`src/hdl/tds_pkg.sv`:
```
// Shared types, constants and helpers for the tridiagonal solver.
// No dependencies; every other file imports this package.
package tds_pkg;

    localparam int DATA_W        = 32;
    localparam int IDX_W         = 6;
    localparam int MAX_ROWS_DEF  = 64;
    localparam int FRAC_BITS_DEF = 16;

    localparam logic signed [DATA_W-1:0] S32_MAX = 32'sh7FFF_FFFF;
    localparam logic signed [DATA_W-1:0] S32_MIN = 32'sh8000_0000;

    typedef logic signed [DATA_W-1:0] q_t;

    typedef struct packed {
        logic ovf;
        q_t   val;
    } clamp_t;

    // Clamp a 65-bit signed value to the 32-bit range.
    function automatic clamp_t clamp65(input logic signed [64:0] v);
        clamp_t r;
        if (v > 65'sd2147483647) begin
            r.ovf = 1'b1;
            r.val = S32_MAX;
        end
        else if (v < -65'sd2147483648) begin
            r.ovf = 1'b1;
            r.val = S32_MIN;
        end
        else begin
            r.ovf = 1'b0;
            r.val = v[DATA_W-1:0];
        end
        return r;
    endfunction

    typedef struct packed {
        logic done;
        logic ovf;
        logic zero_div;
        q_t   quo;
    } div_res_t;

endpackage

```
`src/hdl/tds_store.sv`:
```
// Row store: modified super-diagonal and right-hand side memories.
// One write and one registered read port each. Depends on tds_pkg.
module tds_store
    import tds_pkg::*;
#(
    parameter int MAX_ROWS = MAX_ROWS_DEF
)(
    input  logic                        clk,
    input  logic                        we_super,
    input  logic                        we_rhs,
    input  logic [$clog2(MAX_ROWS)-1:0] waddr,
    input  q_t                          wsuper,
    input  q_t                          wrhs,
    input  logic                        re,
    input  logic [$clog2(MAX_ROWS)-1:0] raddr,
    output q_t                          rsuper,
    output q_t                          rrhs
);
    q_t super_mem [MAX_ROWS];
    q_t rhs_mem   [MAX_ROWS];
    q_t rsuper_reg;
    q_t rrhs_reg;

    always_ff @(posedge clk)
    begin
        if (we_super)
        begin
            super_mem[waddr] <= wsuper;
        end
        if (we_rhs)
        begin
            rhs_mem[waddr] <= wrhs;
        end
        if (re)
        begin
            rsuper_reg <= super_mem[raddr];
            rrhs_reg   <= rhs_mem[raddr];
        end
    end

    assign rsuper = rsuper_reg;
    assign rrhs   = rrhs_reg;

endmodule

```
`config.mk`:
```
export PLATFORM = sky130hd
export DESIGN_NAME = tds_store
export DESIGN_NICKNAME = d
export VERILOG_FILES = /design/src/hdl/tds_pkg.sv /design/src/hdl/tds_store.sv
export SDC_FILE = /design/constraint.sdc
export NUM_CORES = 2
export LEC_CHECK = 0
export BUFFER_PORTS_ARGS = -buffer_cell sky130_fd_sc_hd__buf_2
export CORE_ASPECT_RATIO = 1.4
export CORE_MARGIN = 5
export CORE_UTILIZATION = 32
export DETAILED_ROUTE_END_ITERATION = 10
export PLACE_DENSITY = 0.46
export SLEW_MARGIN = 30
export SYNTH_ARGS = -nofsm -noshare
export SYNTH_HDL_FRONTEND = slang
export SYNTH_SLANG_ARGS = --single-unit
```
`constraint.sdc`:
```
create_clock -name clk -period 3.4 [get_ports clk]
set_input_delay 0.34 -clock clk [delete_from_list [all_inputs] [get_ports clk]]
set_output_delay 0.34 -clock clk [all_outputs]
set_load 0.05 [all_outputs]
```
=== Yosys cells after proc, flatten, opt, wreduce, memory -nomap -nowiden ===
Memories as Yosys holds them, arrays and structs flattened. A register that Yosys moved wholly into a read port is not among the register bits.
Cells that the tools add are included.
W data, S select, Z words.

* Register bits: 0
* RAM bits: 4096
* Bits of input ports: 80
* Logic and storage cells: 6
* Memories: 2

* Muxes and demuxes: 4

{| class="wikitable"
|+ Memories
! name !! words !! bits a word !! read ports !! clocked after memory_dff !! wr ports !! line !! source
|-
| rhs_mem || 64 || 32 || 1 || 1 || 1 || tds_store.sv:20 || <nowiki>q_t rhs_mem [MAX_ROWS];</nowiki>
|-
| super_mem || 64 || 32 || 1 || 1 || 1 || tds_store.sv:19 || <nowiki>q_t super_mem [MAX_ROWS];</nowiki>
|}

{| class="wikitable"
|+ Operators with widths
! kind !! number
|-
| $mux W1 || 4
|}

=== Longest topological paths before layout ===
* Depth in word-level cells: 2
* Gate-level depth with buffers: 9
* Depth with buffers taken out: 4

=== Worst setup path before layout ===
No wires, ideal clock.

* Kind: input -> register
* From: input waddr[1]
* To: memory super_mem[42][0] in the netlist's numbering (enable)
* Library setup time: 0.421 ns
* Data arrival time: 2.785 ns
* Setup slack: 0.194 ns
* Cell stages on the path: 6
* Cell sequence: clkbuf_1 > or3b_2 > clkbuf_1 > inv_1 > nand2_1 > nor2_1

{| class="wikitable"
|+ RTL lines
! what !! line !! source
|-
| from (decl) || tds_store.sv:11 || <nowiki>input logic [$clog2(MAX_ROWS)-1:0] waddr,</nowiki>
|-
| to (decl) || tds_store.sv:19 ||
|}

Straight into the memory's write port.

=== Worst setup path in the final report ===
* From: register rrhs_reg[22] (netlist: rrhs[22]), read port of rhs_mem
* To: output rrhs[22]

{| class="wikitable"
|+ RTL lines
! what !! line !! source
|-
| from (decl) || tds_store.sv:22 || <nowiki>q_t rrhs_reg;</nowiki>
|-
| to (decl) || tds_store.sv:17 || <nowiki>output q_t rrhs</nowiki>
|}

No word-level cell between the ends.

==> flow_summary.ini <==
[worst_setup_path]
critPathTopFamily = flip-flops
path_max_fanout = 1
regToRegSetupSlack_ps = 1240
crit_cells = 1
rr_endpoint = rsuper[20]
required_ps = 3060
worst_path_max_delay_cell = edfxtp_1
worstPathArrival_ps = 2180
max_stage_delay_ps = 790
crit_buf_inv = 1
reg2regPathDepth = 4
path_cells = buf_2
crit_type = register to primary output
end_kind = primary output
cp-start-kind = register
r2r-start = super_mem[27][20]

[clock_tree]
cts_buffer_depth = 4
numCtsBuffers = 416
cts.clk_slew.worst_paths_ps = 60
insertion_delay_ps = 1000
cts_root_buffer = clkbuf_16
cts_resized = 0
cts_tree = done
hold_buffers = 45
postCtsSetupBuffers = 0
clock-sinks = 4160
htree_levels = 5

[drt]
first_pass_iters = 5
via_per_inst = 5.30
drtAntennaViolNets = 0
dr_total_vias = 75340
drc = 0
drt-total-wl_mm = 488
drt_iter0_markers = 7004
route.detailed.wl_per_inst_um = 34.4

[pwr]
power.internal_uw = 84500
seqPwrFrac = 0.528
vdd_drop_max_v = 0.000389
p_leak_uw = 0.0571
switching_share = 0.220
powerDensity_mw_per_mm2 = 586
p_sw_uw = 23800
power_frac_comb = 0.055
pwr-share-clk = 0.416

[worst_hold_path]
hold_path_end = rhs_mem[51][24]
hold_path_depth = 2
hp-class = input port to register
hp-start = wrhs[24]

[logic_synthesis]
ys_seq_elements = 4160
ys_seq_area_frac = 0.797
synth_cells = 6613
synth-warning-count = 0
syn-cell-area_mm2 = 0.157
synth_edf_count = 4160
async_flop_share = 0
ys.flop_type = edfxtp_1
syn_avg_cell_area_um2 = 23.7
syn_nets = 6693
ys_types = 31

[place]
gp_congestion = 0.790
dpl.hpwl_mm = 302
port_buffers = 143
placed_area_mm2 = 0.171

[timing]
slew_headroom = 0.345
setup_viol = 0
finalHoldViolCount = 0
max_freq_mhz = 397
tightest_slew_ps = 982
post-route-period-util = 0.742
fin_skew_ps = 47.7
period_minus_slack_ps = 2520
tns_ps = 0
rsz0062_at_grt = false
drv_slew = 0

[layout]
drive_above_1_share = 0.319
regArea_mm2 = 0.125
top_regs = rhs_mem: 2048 flops, super_mem: 2048 flops
layout_commonest_cell = edfxtp_1
fill_cells = 43815
multi_input_area_mm2 = 0.0310
areaGrowthSynthToFinish_pct = 18.0
mostFrequentLayoutCells = edfxtp_1, mux4_2, buf_4, clkbuf_16, a22oi_1
design_area_mm2 = 0.185
fin_nets = 7518

[grt]
first_global_vias = 79214
grt-ovfl-total = 0
antenna_found_initial = 37
grt_max_degree = 65
grt_pass1_wl_mm = 668
grtUsageTotal = 0.190

[run]
max_cap_violations = 0

[floorplan]
initial_utilization = 0.321
die_y_um = 838
die_w_um = 601
core_mm2 = 0.489
fp.dieArea_mm2 = 0.504
ios = 144
rows = 304

[run_status]
outcome = complete, no violations
-- metal layers --
layer  part of all wire  up-vias  track usage
met2               0.54     2222        0.351
met5            0.00014        -            0
li1                   -    30392            -
met1               0.39    42135        0.236
met4              0.023       10       0.0415
met3              0.045      581       0.0245
-- power by group through the flow --
stage	Sequential (µW)	Clock [µW]	Combinational [µW]
after floorplan	58300	0	2620
after global placement	58300	0	5990
after detailed placement	58300	0	6070
after CTS	57200	46200	6140
after global routing	57200	48200	6340
final	57200	45100	5980
-- synth_stat cells, types with 4 or more instances --
| cell | count | area share |
|---|---|---|
| a211oi_1 | 31 | 0.0015 |
| a21oi_1 | 33 | 0.0011 |
| a22oi_1 | 256 | 0.012 |
| buf_1 | 40 | 0.00096 |
| buf_2 | 142 | 0.0045 |
| buf_4 | 21 | 0.0010 |
| buf_6 | 5 | 0.00036 |
| clkbuf_1 | 178 | 0.0043 |
| edfxtp_1 | 4160 | 0.80 |
| inv_1 | 13 | 0.00031 |
| mux2i_1 | 69 | 0.0044 |
| mux4_2 | 1022 | 0.15 |
| nand2_1 | 19 | 0.00046 |
| nand2b_1 | 7 | 0.00028 |
| nand3_1 | 100 | 0.0032 |
| nand3b_1 | 40 | 0.0019 |
| nor2_1 | 196 | 0.0047 |
| nor2b_1 | 5 | 0.00020 |
| o211a_1 | 64 | 0.0041 |
| o221ai_1 | 96 | 0.0054 |
| o22ai_1 | 93 | 0.0037 |
| or3_1 | 4 | 0.00016 |
| or3b_2 | 8 | 0.00045 |
-- worst max path at each step --
| stage | start | endpoint |
|---|---|---|
| floorplan | waddr[1] | super_mem[42][0] |
| global placement | raddr[0] | rsuper[20] |
| detailed placement | raddr[0] | rsuper[20] |
| CTS | rrhs[26] | rrhs[26] |
| global route | rrhs[26] | rrhs[26] |
| finish | rrhs[22] | rrhs[22] |
-- cells by family after synthesis --
kind of cell | after synthesis | synth area share
AND/OR/NAND/NOR | 386 | 0.0116
AO/OA/AOI/OAI | 576 | 0.0282
flip-flops | 4160 | 0.797
buffers and inverters | 399 | 0.0114
multiplexers | 1092 | 0.151
-- stage by stage --
stage | std cells | hold slack [ps] | util | setup WS, ps | total power (µW)
detailed placement | 13384 | 579 | 0.350 | 41.7 | 64400
CTS | 14185 | 3.84 | 0.378 | 696 | 110000
global placement | 13384 | 567 | 0.350 | 48.2 | 64300
finish | 14209 | 63.0 | 0.378 | 879 | 108000
global route | 14204 | 57.4 | 0.378 | 812 | 112000
floorplan | 6613 | 439 | - | 194 | 61000
-- cell type report --
cell class	count	area share
Sequential cell	4160	0.676
Clock inverter	242	0.0126
Inverter	13	0.000264
Clock buffer	514	0.0588
Timing Repair Buffer	793	0.0410
Tap cell	6426	0.0435
Antenna cell	7	0.0000948
Multi-Input combinational cell	2054	0.168
No activity file was read; power rests on OpenSTA's default activity.
