--- src/hdl/tds_pkg.sv ---
// Shared types, constants and helpers for the tridiagonal solver.
// No dependencies; every other file imports this package.
package tds_pkg;

    localparam int DATA_W        = 32;
    localparam int IDX_W         = 6;
    localparam int MAX_ROWS_DEF  = 64;
    localparam int FRAC_BITS_DEF = 16;

    localparam logic signed [DATA_W-1:0] S32_MAX = 32'sh7FFF_FFFF;
    localparam logic signed [DATA_W-1:0] S32_MIN = 32'sh8000_0000;

    typedef logic signed [DATA_W-1:0] q_t;

    typedef struct packed {
        logic ovf;
        q_t   val;
    } clamp_t;

    // Clamp a 65-bit signed value to the 32-bit range.
    function automatic clamp_t clamp65(input logic signed [64:0] v);
        clamp_t r;
        if (v > 65'sd2147483647) begin
            r.ovf = 1'b1;
            r.val = S32_MAX;
        end
        else if (v < -65'sd2147483648) begin
            r.ovf = 1'b1;
            r.val = S32_MIN;
        end
        else begin
            r.ovf = 1'b0;
            r.val = v[DATA_W-1:0];
        end
        return r;
    endfunction

    typedef struct packed {
        logic done;
        logic ovf;
        logic zero_div;
        q_t   quo;
    } div_res_t;

endpackage

--- src/hdl/tds_divider.sv ---
// Restoring radix-2 divider: (num * 2^FRAC_BITS) / den, truncated, clamped.
// Depends on tds_pkg.
module tds_divider
    import tds_pkg::*;
#(
    parameter int FRAC_BITS = FRAC_BITS_DEF
)(
    input  logic     clk,
    input  logic     rst_n,
    input  logic     start,
    input  q_t       num,
    input  q_t       den,
    output div_res_t res
);
    localparam int DW = DATA_W + FRAC_BITS;
    localparam int CW = $clog2(DW + 1);

    logic                 busy_reg, busy_next;
    logic                 done_reg, done_next;
    logic [CW-1:0]        cnt_reg, cnt_next;
    logic [DATA_W-1:0]    rem_reg, rem_next;
    logic [DW-1:0]        quo_reg, quo_next;
    logic [DATA_W-1:0]    dmag_reg, dmag_next;
    logic                 neg_reg, neg_next;
    logic                 numneg_reg, numneg_next;
    logic                 zero_reg, zero_next;

    logic [DATA_W:0]      shifted;
    logic [DATA_W:0]      trial;
    logic [DATA_W-1:0]    nmag;
    logic [DATA_W-1:0]    dmag_in;

    always_comb
    begin
        nmag      = num[DATA_W-1] ? DATA_W'(-num) : DATA_W'(num);
        dmag_in   = den[DATA_W-1] ? DATA_W'(-den) : DATA_W'(den);
        shifted   = {rem_reg, quo_reg[DW-1]};
        trial     = shifted - {1'b0, dmag_reg};
        busy_next = busy_reg;
        done_next = 1'b0;
        cnt_next  = cnt_reg;
        rem_next  = rem_reg;
        quo_next  = quo_reg;
        dmag_next = dmag_reg;
        neg_next  = neg_reg;
        numneg_next = numneg_reg;
        zero_next = zero_reg;
        if (start)
        begin
            numneg_next = num[DATA_W-1];
            neg_next    = num[DATA_W-1] ^ den[DATA_W-1];
            dmag_next   = dmag_in;
            rem_next    = '0;
            quo_next    = {nmag, {FRAC_BITS{1'b0}}};
            cnt_next    = CW'(DW);
            if (den == '0)
            begin
                zero_next = 1'b1;
                done_next = 1'b1;
            end
            else
            begin
                zero_next = 1'b0;
                busy_next = 1'b1;
            end
        end
        else if (busy_reg)
        begin
            if (!trial[DATA_W])
            begin
                rem_next = trial[DATA_W-1:0];
                quo_next = {quo_reg[DW-2:0], 1'b1};
            end
            else
            begin
                rem_next = shifted[DATA_W-1:0];
                quo_next = {quo_reg[DW-2:0], 1'b0};
            end
            cnt_next = cnt_reg - 1'b1;
            if (cnt_reg == CW'(1))
            begin
                busy_next = 1'b0;
                done_next = 1'b1;
            end
        end
    end

    always_ff @(posedge clk or negedge rst_n)
    begin
        if (!rst_n)
        begin
            busy_reg <= 1'b0;
            done_reg <= 1'b0;
            cnt_reg  <= '0;
        end
        else
        begin
            busy_reg <= busy_next;
            done_reg <= done_next;
            cnt_reg  <= cnt_next;
        end
    end

    always_ff @(posedge clk)
    begin
        rem_reg    <= rem_next;
        quo_reg    <= quo_next;
        dmag_reg   <= dmag_next;
        neg_reg    <= neg_next;
        numneg_reg <= numneg_next;
        zero_reg   <= zero_next;
    end

    // Sign and clamp the magnitude quotient.
    always_comb
    begin
        res.done     = done_reg;
        res.zero_div = zero_reg;
        res.ovf      = 1'b0;
        res.quo      = S32_MAX;
        if (zero_reg)
        begin
            res.quo = numneg_reg ? S32_MIN : S32_MAX;
        end
        else if (neg_reg)
        begin
            if (quo_reg > DW'(64'h8000_0000))
            begin
                res.ovf = 1'b1;
                res.quo = S32_MIN;
            end
            else
            begin
                res.quo = DATA_W'(-quo_reg[DATA_W-1:0]);
            end
        end
        else
        begin
            if (quo_reg > DW'(64'h7FFF_FFFF))
            begin
                res.ovf = 1'b1;
                res.quo = S32_MAX;
            end
            else
            begin
                res.quo = quo_reg[DATA_W-1:0];
            end
        end
    end

endmodule

--- config.mk ---
export PLATFORM = sky130hd
export DESIGN_NAME = tds_divider
export DESIGN_NICKNAME = d
export VERILOG_FILES = /design/src/hdl/tds_pkg.sv /design/src/hdl/tds_divider.sv
export SDC_FILE = /design/constraint.sdc
export NUM_CORES = 1
export LEC_CHECK = 0
export ABC_AREA = 1
export BUFFER_PORTS_ARGS = -buffer_cell sky130_fd_sc_hd__clkbuf_2
export CAP_MARGIN = 20
export CORE_MARGIN = 3
export CORE_UTILIZATION = 35
export CTS_CLUSTER_DIAMETER = 100
export DETAILED_ROUTE_END_ITERATION = 10
export HOLD_SLACK_MARGIN = 0.12
export SLEW_MARGIN = 20
export SYNTH_ARGS = -nofsm -noshare
export SYNTH_HDL_FRONTEND = slang
export SYNTH_SLANG_ARGS = --single-unit
--- constraint.sdc ---
create_clock -name clk -period 5 [get_ports clk]
set_input_delay 1.5 -clock clk [delete_from_list [all_inputs] [get_ports clk]]
set_output_delay 1.5 -clock clk [all_outputs]
set_load 0.005 [all_outputs]
==> After elaboration in Yosys (flattened, before gate mapping) <==
Index checks and enable logic that the tools add are counted.
{ "word_totals": {"reg_bits": 123, "input_bits": 67, "output_inout_bits": 35, "elab_cells": 48} }
{ "op_classes": {"addsub": 5, "n_lt_le_gt_ge": 2, "eq_ne": 2, "mux": 25, "bitwise": 1, "n_reduce_logical": 2} }
{ "op_table": {"columns": ["operator", "n"], "rows": [
  ["two-way mux 32 bit", 7],
  ["two-way mux 48 bit", 2],
  ["negation 32 bit", 3],
  ["greater-than comparator 48 x 31 -> 1 bit (second input constant)", 1],
  ["greater-than comparator 48 x 32 -> 1 bit (second input constant)", 1],
  ["subtractor 33 x 32 -> 33 bit", 1],
  ["logical NOT 32 bit", 1],
  ["two-way mux 31 bit", 1],
  ["two-way mux 1 bit", 13],
  ["two-way mux 6 bit", 2],
  ["equality test 6 x 1 -> 1 bit (second input constant)", 1],
  ["subtractor 6 x 1 -> 6 bit (second input constant)", 1],
  ["!= test 2 bit (second input constant)", 1],
  ["nonzero test 2 bit", 1],
  ["XOR 1 bit", 1]
]} }

==> Longest topological paths before layout <==
{ "logic_depth": {"word_depth": 4, "ltp_mapped": 18, "depth_no_buf": 18} }

==> Least setup slack after synthesis <==
Ideal clock, no wire load.
{ "synth_path": {"kind": "input -> register", "startpoint": "input start", "endpoint": "register quo_reg[16], enable pin", "setup_ns": 0.409, "arrival_time_ns": 2.807, "required_time_ns": 4.591, "slack_ns": 1.784, "cell_stages": 3, "n_path_buf": 1, "cell_sequence": "nor2_1 > clkinv_1 > clkbuf_1"} }
{ "synth_between": {"elab_chain_len": 1} }
{ "synth_rtl": {"columns": ["element", "line_no", "text"], "rows": [
  ["start: declaration", "tds_divider.sv:10", "input logic start,"],
  ["nonzero test 2 bit (no source line)", null, null],
  ["end signal: assignment", "tds_divider.sv:107", "quo_reg <= quo_next;"],
  ["end: declaration", "tds_divider.sv:22", "logic [DW-1:0] quo_reg, quo_next;"]
]} }
Every way passes these cells.
A chain may end at the register's enable or synchronous reset.

==> results.json <==
{
  "path_class": "reg2out",
  "cts_buffers": 17,
  "die_w_um": 178.9,
  "avgSynthCellArea_um2": 6.402,
  "drc": 0,
  "antenna_found_initial": 6,
  "finalHoldViolations": 0,
  "worst_slack_ns": 0.7446,
  "yosys_warnings": 0,
  "run_status": "complete, no violations",
  "async_reset_ff_share_pct": 6.504,
  "synth_ff_type": "edfxtp_1",
  "p_int_mw": 2.163,
  "preCtsSetupSlack_ns": 1.157,
  "grt_pass1_wl_mm": 48.27,
  "worst_setup_hold_path_clk_slew_ns": 0.06,
  "period_share_pct": 85.11,
  "die_y_um": 178.9,
  "cp.arrival_ns": 2.76,
  "syn_nets": 1740,
  "cts_setup_buffers": 0,
  "grt_pass1_vias": 9866,
  "drtIter0Drc": 602,
  "vdd_drop_max_mv": 0.1741,
  "netlist_area_mm2": 0.01047,
  "start_util_pct": 35.98,
  "portBuffers": 101,
  "gr-total-overflow": 0,
  "ioPinCount": 102,
  "tightest_slew_ns": 0.8048,
  "htreeDepth": 4,
  "endpoint_kind": "primary output",
  "synth_area_leaders": "edfxtp_1 (19%), nand2_1 (19%), dfxtp_1 (9.2%)",
  "synth_most_common_cell": "nand2_1",
  "cts_sinks": 123,
  "yosysTopAreaCellShare_pct": 19.22,
  "critPathMaxFanout": 24,
  "wl_per_cell_um": 13.89,
  "rsz0062_at_grt": "false",
  "cp.required_ns": 3.50,
  "synth_top_area_cell": "edfxtp_1",
  "grt_max_degree": 51,
  "fin_crit_ns": 4.255,
  "p_comb_share_pct": 23.9,
  "nets": 1823,
  "power.leakage_nw": 6.085,
  "cts_root_buf": "clkbuf_16",
  "netlist_instances": 1635,
  "clk_latency_ns": 0.41,
  "fmax_mhz": 235.0,
  "synth-edff-count": 67,
  "power_mw": 3.228,
  "ys_ff_latch": 123,
  "post_cts_resized": 0,
  "setup_viol": 0,
  "fin_area_mm2": 0.01191,
  "p_sw_share_pct": 32.99,
  "via_count": 10363,
  "fin_worst_skew_ns": 0.01441,
  "largest_reg_flops": 48,
  "tns_ns": 0,
  "wl_mm": 29.45,
  "dieArea_mm2": 0.03202,
  "cap_violations": 0,
  "p_per_area_mw_per_mm2": 271.1,
  "fill_cells": 3140,
  "maxSlewHeadroom_pct": 46.29,
  "clkPwrFrac_pct": 38.7,
  "final-max-slew-violation-count": 0,
  "core_area_mm2": 0.02909,
  "place.gp.congestion": 0.9343,
  "vias_per_cell": 4.888,
  "crit_path_start_kind": "flop",
  "hold_class": "reg2reg",
  "clock_path_buffers": 2,
  "rows": 62,
  "final_util_pct": 40.93,
  "grt_usage_pct": 18.73,
  "area_growth_pct": 13.75,
  "ys_seq_area_share_pct": 30.31,
  "placed_area_mm2": 0.01129,
  "dr.pass1.iters": 5,
  "pwr-share-seq_pct": 37.4,
  "p_sw_mw": 1.065,
  "synthTopCellsByCount": "nand2_1 (529), inv_1 (248), nor2_1 (146)",
  "cts_tree": "done",
  "synth.distinct_cells": 45,
  "postCtsHoldBufs": 0,
  "layout-drive-gt1-share_pct": 11.50,
  "hpwl_mm": 23.07,
  "ant_nets": 0
}
==> final timing paths <==
check	from	end	slack, ns	cells past startpoint
worst max-delay path	quo_reg[0]	res[19]	0.74	13
worst min-delay path	rem_reg[22]	rem_reg[22]	0.47	2
worst max register to register	quo_reg[47]	rem_reg[21]	1.96	18
worst min register to register	rem_reg[22]	rem_reg[22]	0.47	2
max in group asynchronous	rst_n	busy_reg	3.86	1
min in group asynchronous	rst_n	done_reg	0.93	1
==> metrics by stage <==
| stage | cells | hold slack, ns |
|---|---|---|
| after global placement | 2082 | 0.4627 |
| after global routing | 2117 | 0.4906 |
| after CTS | 2114 | 0.4761 |
| after floorplan | 1635 | 0.4486 |
| final | 2120 | 0.4723 |
| after detailed placement | 2082 | 0.4644 |
==> cells by family after synthesis <==
| group | synth area share, % |
|---|---|
| AO/OA/AOI/OAI | 10.88 |
| XOR/XNOR | 5.522 |
| AND/OR/NAND/NOR | 37.19 |
| buffers and inverters | 11.49 |
| flip-flops | 30.31 |
| adder cells (fa/ha/maj) | 4.614 |
==> power by group through the flow <==
stage	clock (mW)	combinational, mW	sequential (mW)
after floorplan	0	0.540	1.21
after global placement	0	0.765	1.22
after detailed placement	0	0.765	1.23
after CTS	1.27	0.769	1.21
after global routing	1.31	0.879	1.22
final	1.25	0.771	1.21
==> placed cells by master (no fill, tap or decap), types with 11 or more instances in the layout <==
| cell type | instances |
|---|---|
| o22ai_1 | 25 |
| xor2_1 | 40 |
| o21ai_0 | 94 |
| nor3_1 | 22 |
| nand2_1 | 529 |
| nor2_1 | 144 |
| edfxtp_1 | 67 |
| xnor2_1 | 26 |
| clkbuf_16 | 17 |
| nand4_1 | 17 |
| o21ai_1 | 22 |
| ha_1 | 37 |
| inv_1 | 247 |
| nand3_1 | 110 |
| a21oi_1 | 53 |
| dfxtp_1 | 48 |
| nand3_2 | 11 |
| clkbuf_2 | 101 |
| nand2_4 | 15 |
==> worst max-delay path: stages, from the launching register on <==
cell and delay [ns]:
dfxtp_1 0.33, inv_1 0.12, ha_1 0.22, nand4_2 0.18
nor2_4 0.20, nand2_2 0.10, nor2_1 0.12, nand2_1 0.13
nand2_2 0.14, nand2_2 0.29, o21ai_1 0.25, nand2_1 0.08
nand2_1 0.07, clkbuf_2 0.12
==> layer usage <==
| metal | routed length, um | vias up | GRT usage, % |
|---|---|---|---|
| li1 | - | 5392 | - |
| met1 | 13640 | 4700 | 24.29 |
| met2 | 14110 | 228 | 32.02 |
| met3 | 1176 | 35 | 3.028 |
| met4 | 474 | 8 | 5.617 |
| met5 | 50 | - | 0 |
==> area by class of cell <==
type                    instances  area, um^2  area share (%)
inverters                     258       968.4           8.134
repair buffers                108       578.1           4.855
clock inverters                14       162.7           1.366
flip-flops and latches        123        3173           26.65
multi-input cells            1210        6102           51.25
diodes                          5       12.51          0.1051
clock buffers                  18       429.2           3.604
well taps                     384       480.5           4.035
Note: power is estimated with default switching activity, not from simulation.
